--- src/hdl/lkvc_pkg.sv ---
// ----------------------------------------------------------------------------
// lkvc_pkg
// Shared widths, codes and reset values of the LRU key-value cache.
// ----------------------------------------------------------------------------
`default_nettype none

package lkvc_pkg;

	localparam int KEY_W         = 32;
	localparam int VAL_W         = 32;
	localparam int CAP_W         = 5;
	localparam int ENTRIES_DEF   = 16;

	localparam logic [CAP_W-1:0] CAP_RESET  = 5'd16;
	localparam logic [VAL_W-1:0] MISS_VALUE = 32'hFFFF_FFFF;
	localparam logic [VAL_W-1:0] PUT_VALUE  = 32'h0000_0000;

	localparam logic CMD_GET = 1'b0;
	localparam logic CMD_PUT = 1'b1;

endpackage

`default_nettype wire

--- src/hdl/lkvc_req_if.sv ---
// ----------------------------------------------------------------------------
// lkvc_req_if
// Request channel: one get or put item with key and value.
// ----------------------------------------------------------------------------
`default_nettype none

interface lkvc_req_if;
	logic                              valid;
	logic                              ready;
	logic                              command;
	logic signed [lkvc_pkg::KEY_W-1:0] key;
	logic signed [lkvc_pkg::VAL_W-1:0] value;

	modport source (output valid, output command, output key, output value, input ready);
	modport sink   (input valid, input command, input key, input value, output ready);
endinterface

`default_nettype wire

--- src/hdl/lkvc_rsp_if.sv ---
// ----------------------------------------------------------------------------
// lkvc_rsp_if
// Response channel: hit flag and read value of one item.
// ----------------------------------------------------------------------------
`default_nettype none

interface lkvc_rsp_if;
	logic                              valid;
	logic                              ready;
	logic                              hit;
	logic signed [lkvc_pkg::VAL_W-1:0] read_value;

	modport source (output valid, output hit, output read_value, input ready);
	modport sink   (input valid, input hit, input read_value, output ready);
endinterface

`default_nettype wire

--- src/hdl/lkvc_cfg_if.sv ---
// ----------------------------------------------------------------------------
// lkvc_cfg_if
// Configuration write channel for the capacity register.
// ----------------------------------------------------------------------------
`default_nettype none

interface lkvc_cfg_if;
	logic                       valid;
	logic                       ready;
	logic [lkvc_pkg::CAP_W-1:0] data;

	modport source (output valid, output data, input ready);
	modport sink   (input valid, input data, output ready);
endinterface

`default_nettype wire

--- src/hdl/lru_key_value_cache_unit.sv ---
// ----------------------------------------------------------------------------
// lru_key_value_cache_unit
// Fully associative key-value cache with least-recently-used replacement.
// ----------------------------------------------------------------------------
// All entries (valid mark, recency rank, key, value) live in one memory with a
// registered read port and one write port. Each item makes a search pass over
// the memory (find the key, the first free entry and the oldest entry), then,
// unless it is a get that misses, a read-modify-write pass that updates ranks
// and stores the pair. Both passes sweep every entry through the single memory
// read port, one entry per cycle. After reset the block clears the memory, one
// entry at a time, before it accepts the first item; capacity writes are taken
// at any time. The result goes into an output register, so a new item is
// accepted while an earlier result waits.
// ----------------------------------------------------------------------------
`default_nettype none

module lru_key_value_cache_unit #(
	parameter int ENTRIES = lkvc_pkg::ENTRIES_DEF
) (
	input  wire         clk,
	input  wire         arst_n,
	lkvc_req_if.sink    req,
	lkvc_rsp_if.source  rsp,
	lkvc_cfg_if.sink    cfg
);

	localparam int IW = (ENTRIES > 1) ? $clog2(ENTRIES) : 1;
	localparam int OW = $clog2(ENTRIES + 1);
	localparam int MW = (OW > lkvc_pkg::CAP_W) ? OW : lkvc_pkg::CAP_W;
	localparam logic [IW-1:0] LAST = IW'(ENTRIES - 1);

	typedef struct packed {
		logic                       valid;
		logic [IW-1:0]              rank;
		logic [lkvc_pkg::KEY_W-1:0] key;
		logic [lkvc_pkg::VAL_W-1:0] value;
	} entry_t;

	typedef enum logic [2:0] {
		ST_CLEAR,
		ST_IDLE,
		ST_SEARCH,
		ST_DECIDE,
		ST_UPDATE,
		ST_FINISH
	} state_t;

	state_t state_q;

	// memory
	entry_t mem [ENTRIES];
	entry_t rdata_s1;
	entry_t wdata;
	logic   mem_we;
	logic [IW-1:0] waddr;

	// address sweep
	logic [IW-1:0] ptr_q;
	logic          iss_q;
	logic          vld_s1;
	logic [IW-1:0] idx_s1;

	// item and search results
	logic                       cmd_q;
	logic [lkvc_pkg::KEY_W-1:0] key_q;
	logic [lkvc_pkg::VAL_W-1:0] val_q;
	logic                       hit_q;
	logic [IW-1:0]              hidx_q;
	logic [IW-1:0]              hrank_q;
	logic [lkvc_pkg::VAL_W-1:0] hval_q;
	logic                       free_found_q;
	logic [IW-1:0]              fidx_q;
	logic                       old_found_q;
	logic [IW-1:0]              oidx_q;
	logic [IW-1:0]              orank_q;
	logic                       evict_q;
	logic [IW-1:0]              sidx_q;

	logic [OW-1:0]              occ_q;
	logic [lkvc_pkg::CAP_W-1:0] cap_q;

	logic                       res_hit_q;
	logic [lkvc_pkg::VAL_W-1:0] res_val_q;
	logic                       rsp_valid_q;
	logic                       rsp_hit_q;
	logic [lkvc_pkg::VAL_W-1:0] rsp_val_q;

	logic [MW-1:0] cap_ext;
	logic [MW-1:0] eff_cap;
	logic          evict_now;
	logic [IW-1:0] slot_now;
	logic          is_match;
	logic          last_s1;
	logic          rsp_load;

	assign req.ready      = (state_q == ST_IDLE);
	assign cfg.ready      = 1'b1;
	assign rsp.valid      = rsp_valid_q;
	assign rsp.hit        = rsp_hit_q;
	assign rsp.read_value = rsp_val_q;

	// load the output register once it is free or being taken
	assign rsp_load = (state_q == ST_FINISH) && (!rsp_valid_q || rsp.ready);

	// effective capacity: zero acts as one, saturate at the entry count
	always_comb begin
		cap_ext = MW'(cap_q);
		if (cap_ext == '0) begin
			eff_cap = MW'(1);
		end else if (cap_ext > MW'(ENTRIES)) begin
			eff_cap = MW'(ENTRIES);
		end else begin
			eff_cap = cap_ext;
		end
	end

	always_comb begin
		evict_now = (cmd_q == lkvc_pkg::CMD_PUT) && !hit_q && (MW'(occ_q) >= eff_cap);
		if (evict_now && !(free_found_q && (fidx_q < oidx_q))) begin
			slot_now = oidx_q;
		end else begin
			slot_now = fidx_q;
		end
	end

	assign is_match = rdata_s1.valid && (rdata_s1.key == key_q);
	assign last_s1  = (idx_s1 == LAST);

	// write-back word of the clear and update passes
	always_comb begin
		wdata = rdata_s1;
		if (state_q == ST_CLEAR) begin
			wdata = '0;
		end else if (hit_q) begin
			if (idx_s1 == hidx_q) begin
				wdata.rank = '0;
				if (cmd_q == lkvc_pkg::CMD_PUT) begin
					wdata.value = val_q;
				end
			end else if (rdata_s1.valid && (rdata_s1.rank < hrank_q)) begin
				wdata.rank = rdata_s1.rank + 1'b1;
			end
		end else begin
			if (idx_s1 == sidx_q) begin
				wdata.valid = 1'b1;
				wdata.rank  = '0;
				wdata.key   = key_q;
				wdata.value = val_q;
			end else if (evict_q && (idx_s1 == oidx_q)) begin
				wdata.valid = 1'b0;
				wdata.rank  = '0;
			end else if (rdata_s1.valid) begin
				wdata.rank = rdata_s1.rank + 1'b1;
			end
		end
	end

	assign mem_we = (state_q == ST_CLEAR) || ((state_q == ST_UPDATE) && vld_s1);
	assign waddr  = (state_q == ST_CLEAR) ? ptr_q : idx_s1;

	always_ff @(posedge clk) begin
		rdata_s1 <= mem[ptr_q];
		if (mem_we) begin
			mem[waddr] <= wdata;
		end
	end

	always_ff @(posedge clk or negedge arst_n) begin
		if (!arst_n) begin
			state_q      <= ST_CLEAR;
			ptr_q        <= '0;
			iss_q        <= 1'b0;
			vld_s1       <= 1'b0;
			idx_s1       <= '0;
			cmd_q        <= lkvc_pkg::CMD_GET;
			key_q        <= '0;
			val_q        <= '0;
			hit_q        <= 1'b0;
			hidx_q       <= '0;
			hrank_q      <= '0;
			hval_q       <= '0;
			free_found_q <= 1'b0;
			fidx_q       <= '0;
			old_found_q  <= 1'b0;
			oidx_q       <= '0;
			orank_q      <= '0;
			evict_q      <= 1'b0;
			sidx_q       <= '0;
			occ_q        <= '0;
			cap_q        <= lkvc_pkg::CAP_RESET;
			res_hit_q    <= 1'b0;
			res_val_q    <= '0;
			rsp_valid_q  <= 1'b0;
			rsp_hit_q    <= 1'b0;
			rsp_val_q    <= '0;
		end else begin
			if (cfg.valid) begin
				cap_q <= cfg.data;
			end
			if (rsp.ready && !rsp_load) begin
				rsp_valid_q <= 1'b0;
			end

			// read sweep: issue one address a cycle, wrap to zero after the last
			if (iss_q) begin
				vld_s1 <= 1'b1;
				idx_s1 <= ptr_q;
				if (ptr_q == LAST) begin
					ptr_q <= '0;
					iss_q <= 1'b0;
				end else begin
					ptr_q <= ptr_q + 1'b1;
				end
			end else begin
				vld_s1 <= 1'b0;
			end

			unique case (state_q)
				ST_CLEAR: begin
					if (ptr_q == LAST) begin
						ptr_q   <= '0;
						state_q <= ST_IDLE;
					end else begin
						ptr_q <= ptr_q + 1'b1;
					end
				end
				ST_IDLE: begin
					if (req.valid) begin
						cmd_q        <= req.command;
						key_q        <= req.key;
						val_q        <= req.value;
						hit_q        <= 1'b0;
						free_found_q <= 1'b0;
						old_found_q  <= 1'b0;
						ptr_q        <= '0;
						iss_q        <= 1'b1;
						state_q      <= ST_SEARCH;
					end
				end
				ST_SEARCH: begin
					if (vld_s1) begin
						if (is_match && !hit_q) begin
							hit_q   <= 1'b1;
							hidx_q  <= idx_s1;
							hrank_q <= rdata_s1.rank;
							hval_q  <= rdata_s1.value;
						end
						if (!rdata_s1.valid && !free_found_q) begin
							free_found_q <= 1'b1;
							fidx_q       <= idx_s1;
						end
						if (rdata_s1.valid && (!old_found_q || (rdata_s1.rank > orank_q))) begin
							old_found_q <= 1'b1;
							oidx_q      <= idx_s1;
							orank_q     <= rdata_s1.rank;
						end
						if (last_s1) begin
							state_q <= ST_DECIDE;
						end
					end
				end
				ST_DECIDE: begin
					res_hit_q <= hit_q;
					if (cmd_q == lkvc_pkg::CMD_PUT) begin
						res_val_q <= lkvc_pkg::PUT_VALUE;
					end else if (hit_q) begin
						res_val_q <= hval_q;
					end else begin
						res_val_q <= lkvc_pkg::MISS_VALUE;
					end
					evict_q <= evict_now;
					sidx_q  <= slot_now;
					if ((cmd_q == lkvc_pkg::CMD_PUT) && !hit_q && !evict_now) begin
						occ_q <= occ_q + 1'b1;
					end
					if ((cmd_q == lkvc_pkg::CMD_GET) && !hit_q) begin
						state_q <= ST_FINISH;
					end else begin
						ptr_q   <= '0;
						iss_q   <= 1'b1;
						state_q <= ST_UPDATE;
					end
				end
				ST_UPDATE: begin
					if (vld_s1 && last_s1) begin
						state_q <= ST_FINISH;
					end
				end
				ST_FINISH: begin
					// hold the result until the output register is free
					if (rsp_load) begin
						rsp_valid_q <= 1'b1;
						rsp_hit_q   <= res_hit_q;
						rsp_val_q   <= res_val_q;
						state_q     <= ST_IDLE;
					end
				end
				default: begin
					state_q <= ST_IDLE;
				end
			endcase
		end
	end

`ifndef SYNTHESIS
	a_occ_bound: assert property (@(posedge clk) disable iff (!arst_n)
		occ_q <= OW'(ENTRIES))
		else $error("occupancy above entry count");

	a_no_rw_overlap: assert property (@(posedge clk) disable iff (!arst_n)
		(state_q == ST_UPDATE && vld_s1 && iss_q) |-> (idx_s1 != ptr_q))
		else $error("update writes the entry being read");

	a_free_slot: assert property (@(posedge clk) disable iff (!arst_n)
		(state_q == ST_DECIDE && cmd_q == lkvc_pkg::CMD_PUT && !hit_q && !evict_now)
		|-> free_found_q)
		else $error("insert without a free entry");

	a_evict_found: assert property (@(posedge clk) disable iff (!arst_n)
		(state_q == ST_DECIDE && evict_now) |-> old_found_q)
		else $error("eviction without a valid entry");

	a_finish_loads: assert property (@(posedge clk) disable iff (!arst_n)
		rsp_load |=> rsp_valid_q)
		else $error("result not loaded at finish");
`endif

endmodule

`default_nettype wire
--- src/flat_wrapper.sv ---
// flat-port wrapper written by rule: the top's interface ports become plain ports
module lru_key_value_cache_unit_flat 
#(
	parameter int ENTRIES = lkvc_pkg::ENTRIES_DEF
)
  (clk, arst_n, req_valid, req_command, req_key, req_value, req_ready, rsp_valid, rsp_hit, rsp_read_value, rsp_ready, cfg_valid, cfg_data, cfg_ready);
  lkvc_req_if req_i ();
  lkvc_rsp_if rsp_i ();
  lkvc_cfg_if cfg_i ();
  input  wire clk;
  input  wire arst_n;
  input wire logic [$bits(req_i.valid)-1:0] req_valid;
  input wire logic [$bits(req_i.command)-1:0] req_command;
  input wire logic [$bits(req_i.key)-1:0] req_key;
  input wire logic [$bits(req_i.value)-1:0] req_value;
  output wire logic [$bits(req_i.ready)-1:0] req_ready;
  output wire logic [$bits(rsp_i.valid)-1:0] rsp_valid;
  output wire logic [$bits(rsp_i.hit)-1:0] rsp_hit;
  output wire logic [$bits(rsp_i.read_value)-1:0] rsp_read_value;
  input wire logic [$bits(rsp_i.ready)-1:0] rsp_ready;
  input wire logic [$bits(cfg_i.valid)-1:0] cfg_valid;
  input wire logic [$bits(cfg_i.data)-1:0] cfg_data;
  output wire logic [$bits(cfg_i.ready)-1:0] cfg_ready;
  assign req_i.valid = req_valid;
  assign req_i.command = req_command;
  assign req_i.key = req_key;
  assign req_i.value = req_value;
  assign req_ready = req_i.ready;
  assign rsp_valid = rsp_i.valid;
  assign rsp_hit = rsp_i.hit;
  assign rsp_read_value = rsp_i.read_value;
  assign rsp_i.ready = rsp_ready;
  assign cfg_i.valid = cfg_valid;
  assign cfg_i.data = cfg_data;
  assign cfg_ready = cfg_i.ready;
  lru_key_value_cache_unit #(.ENTRIES(ENTRIES)) u_core (.clk(clk), .arst_n(arst_n), .req(req_i), .rsp(rsp_i), .cfg(cfg_i));
endmodule
--- config.mk ---
export PLATFORM = sky130hd
export DESIGN_NAME = lru_key_value_cache_unit_flat
export DESIGN_NICKNAME = d
export VERILOG_FILES = /design/src/hdl/lkvc_pkg.sv /design/src/hdl/lkvc_req_if.sv /design/src/hdl/lkvc_rsp_if.sv /design/src/hdl/lkvc_cfg_if.sv /design/src/hdl/lru_key_value_cache_unit.sv /design/src/flat_wrapper.sv
export SDC_FILE = /design/constraint.sdc
export NUM_CORES = 2
export LEC_CHECK = 0
export BUFFER_PORTS_ARGS = -buffer_cell sky130_fd_sc_hd__clkbuf_2
export CORE_ASPECT_RATIO = 1.5
export CORE_UTILIZATION = 65
export CTS_CLUSTER_SIZE = 10
export DETAILED_ROUTE_END_ITERATION = 16
export PLACE_DENSITY = 0.82
export SETUP_SLACK_MARGIN = 0.1
export SYNTH_ARGS = -nofsm -noshare
export SYNTH_HDL_FRONTEND = slang
export SYNTH_SLANG_ARGS = --single-unit
--- constraint.sdc ---
create_clock -name clk -period 15.54 [get_ports clk]
set_input_delay 2.331 -clock clk [delete_from_list [all_inputs] [get_ports clk]]
set_output_delay 2.331 -clock clk [all_outputs]
set_load 0.005 [all_outputs]
==> flow_metrics.py <==
metrics = {
    "run_status": {
        "status": "completed",
    },
    "setup_path": {
        "crit_slowest_cell": "nor2_4",
        "path_cells": "nor3_2 -> buf_4 -> buf_4 -> nand2_1 -> nand2_1 -> nand2_1 -> nor2_4 -> buf_4 -> buf_4",
        "r2r_cells": 9,
        "end_kind": "flip-flop",
        "rrSetupSlack_ns": 10.51,
        "critPathMaxStageDelay_ns": 0.89,
        "r2r-start": "u_core.state_q[2]",
        "path_max_fanout": 50,
        "r2r-end": "u_core.mem[1][18]",
        "cp.arrival_ns": 5.41,
        "crit_top_cell": "buf_4",
        "start_kind": "flip-flop",
        "cpLargestDelayFamily": "buffers and inverters",
        "criticalPathCategory": "reg2reg",
        "cp.required_ns": 15.92,
        "critPathBufInv": 4,
    },
    "clocking": {
        "clockBufferDepth": 3,
        "cts_buffers": 156,
        "cts_setup_buffers": 0,
        "cts_resized": 0,
        "cts_tree": "built",
        "clkSinkCount": 1388,
        "cts_root_buf": "clkbuf_16",
        "insertion_delay_ns": 0.76,
        "cts_hold_buf": 0,
        "cts.clk_slew.worst_paths_ns": 0.06,
        "htree_levels": 4,
    },
    "global_routing": {
        "track_usage_pct": 33.14,
        "first_global_vias": 30020,
        "use_met1_pct": 41.04,
        "top_usage_layer": "met2",
        "grt_util_met3_pct": 6.222,
        "grt_max_degree": 85,
        "grt_pass1_wl_um": 197500,
        "use_met2_pct": 55.99,
        "grt-ovfl-total": 0,
        "antenna_found_initial": 3,
    },
    "worst_hold_path": {
        "whs_endpoint": "u_core.res_val_q[9]",
        "hold_path_class": "reg2reg",
        "min_from": "u_core.res_val_q[9]",
        "whs_path_depth": 2,
    },
    "die": {
        "die_w_um": 236.4,
        "top_level_ports": 111,
        "rows": 128,
        "die-area_um2": 83610,
        "core_area_um2": 81360,
        "start_util_pct": 65.86,
        "die-height_um": 353.6,
    },
    "routing": {
        "drtAntennaViolNets": 0,
        "drtIter0Drc": 3842,
        "wl_um": 134900,
        "drt_pass1_iterations": 6,
        "post-route-drc-count": 0,
        "num_vias": 28510,
        "drt-vias-per-instance": 7.031,
        "wire_per_inst_um": 33.27,
    },
    "pwr": {
        "powerDensity_nw_per_um2": 221.6,
        "irDropWorstVdd_v": 0.0001475,
        "power_leakage_nw": 20.93,
    },
    "sta": {
        "max-slew-margin-rel_pct": 4.826,
        "fmax_mhz": 198.6,
        "hold_violations": 0,
        "finalCriticalPeriod_ns": 5.034,
        "fin_setup_tns_ns": 0,
        "period_share_pct": 32.39,
        "finClkSkew_ns": 0.02633,
        "worst_pin_slew_ns": 1.428,
        "drv_slew": 0,
        "rsz0062_at_grt": "no",
        "setup_viol": 0,
    },
    "synthesis": {
        "async_reset_ff_share_pct": 15.49,
        "ys_seq_area_share_pct": 74.49,
        "syn-mean-instance-area_um2": 19.70,
        "ys_types": 55,
        "synth_edf_count": 1104,
        "yosys.area.top_type_share_pct": 61.87,
        "synthFlopType": "edfxtp_1",
        "synth_area_um2": 53580,
        "yosysWarnings": 0,
        "synth_area_leaders": "edfxtp_1 (62%), mux4_2 (15%), dfrtp_1 (10%)",
        "synth-seq-cells": 1388,
        "syn-num-nets": 2813,
        "synth_top_cell_by_area": "edfxtp_1",
        "netlist_instances": 2720,
    },
    "place": {
        "dpl_cell_area_um2": 55240,
        "portBuffers": 109,
        "place_congestion": 0.7888,
        "dp_hpwl_um": 64430,
    },
    "final_layout": {
        "final_area_um2": 59890,
        "fillers": 4250,
        "nets": 2982,
        "drive_above_1_share_pct": 26.55,
        "final_common_cell": "edfxtp_1",
        "final-seq-area_um2": 39930,
        "layout.cells.most_common_list": "edfxtp_1 (1104), mux4_2 (345), nand2_1 (290), dfrtp_1 (211), clkbuf_16 (162)",
        "area_delta_synth_final_pct": 11.77,
        "multi_input_comb_area_um2": 13010,
    },
    "job": {
        "drv_cap": 0,
    },
}
## worst max path at each step
stage                     slack, ns               from                 to  depth (start not counted)
after floorplan               10.64    u_core.ptr_q[1]   u_core.mem[7][0]                          8
final                         10.51  u_core.state_q[2]  u_core.mem[1][18]                          9
after global routing          10.44  u_core.state_q[2]  u_core.mem[1][16]                          9
after CTS                     10.66  u_core.state_q[2]  u_core.mem[1][16]                          9
after global placement        10.85  u_core.state_q[2]  u_core.mem[1][18]                          9
after detailed placement      10.85  u_core.state_q[2]  u_core.mem[1][18]                          9
## logic make-up after synthesis
group / share of synthesized area (%)
flip-flops: 74.49
multiplexers: 17.31
AND/OR/NAND/NOR: 3.330
AO/OA/AOI/OAI: 2.102
buffers and inverters: 1.490
XOR/XNOR: 0.8500
adder cells (fa/ha/maj): 0.4203
other: 0.006999
## per-stage QoR
step	setup WS, ns	util, %	power (W)	hold WS, ns	cells
2_1_floorplan	10.64	-	0.008514	0.3641	2720
3_3_place_gp	10.85	67.90	0.009468	0.4574	3770
3_5_place_dp	10.85	67.90	0.009715	0.4648	3770
4_1_cts	10.66	73.59	0.01324	0.4784	4052
5_1_grt	10.44	73.60	0.01365	0.4998	4053
6_report	10.51	73.61	0.01327	0.4715	4055
## power breakdown
part           internal, W  switching [W]  total [W]
Sequential         0.00559       0.000484    0.00607
Clock              0.00195        0.00145    0.00340
Combinational      0.00146        0.00234    0.00380
Total              0.00900        0.00428     0.0133
## layout make-up
| cell class | instances | area share [%] |
|---|---|---|
| Antenna cell | 2 | 0.008357 |
| Clock buffer | 273 | 7.465 |
| Clock inverter | 9 | 0.2674 |
| Inverter | 20 | 0.1295 |
| Multi-Input combinational cell | 1163 | 21.72 |
| Sequential cell | 1388 | 66.67 |
| Tap cell | 1040 | 2.173 |
| Timing Repair Buffer | 160 | 1.567 |
## registers in the layout (all words and copies together) (netlist names), 5 cells and up
register / flops
u_core.mem: 1104
u_core.cap_ext: 5
u_core.val_q: 32
u_core.occ_q: 5
u_core.res_val_q: 32
u_core.rsp.read_value: 32
u_core.rdata_s1: 69
u_core.hval_q: 32
u_core.key_q: 32
## cell usage after synthesis, types with 32 or more instances
| cell type | n |
|---|---|
| a21oi_1 | 46 |
| buf_2 | 37 |
| clkbuf_1 | 69 |
| dfrtp_1 | 214 |
| dfxtp_1 | 69 |
| edfxtp_1 | 1104 |
| mux2_2 | 55 |
| mux2_4 | 35 |
| mux2i_1 | 36 |
| mux4_2 | 345 |
| nand2_1 | 291 |
| nor2_1 | 75 |
| o21ai_0 | 84 |
| o21bai_1 | 32 |
| xnor2_1 | 37 |
## worst reg2reg max path: stages (launching register included)
cell     delay, ns
dfrtp_1       0.56
nor3_2        0.21
buf_4         0.40
buf_4         0.74
nand2_1       0.20
nand2_1       0.16
nand2_1       0.27
nor2_4        0.89
buf_4         0.58
buf_4         0.61
## routing by layer
metal | up-vias | part of all wire (%)
met1 | 14640 | 33
met5 | - | 0.0096
met4 | 2 | 5.4
met2 | 2254 | 51
li1 | 11090 | -
met3 | 520 | 9.6
Power figures use the tool's default switching activity.
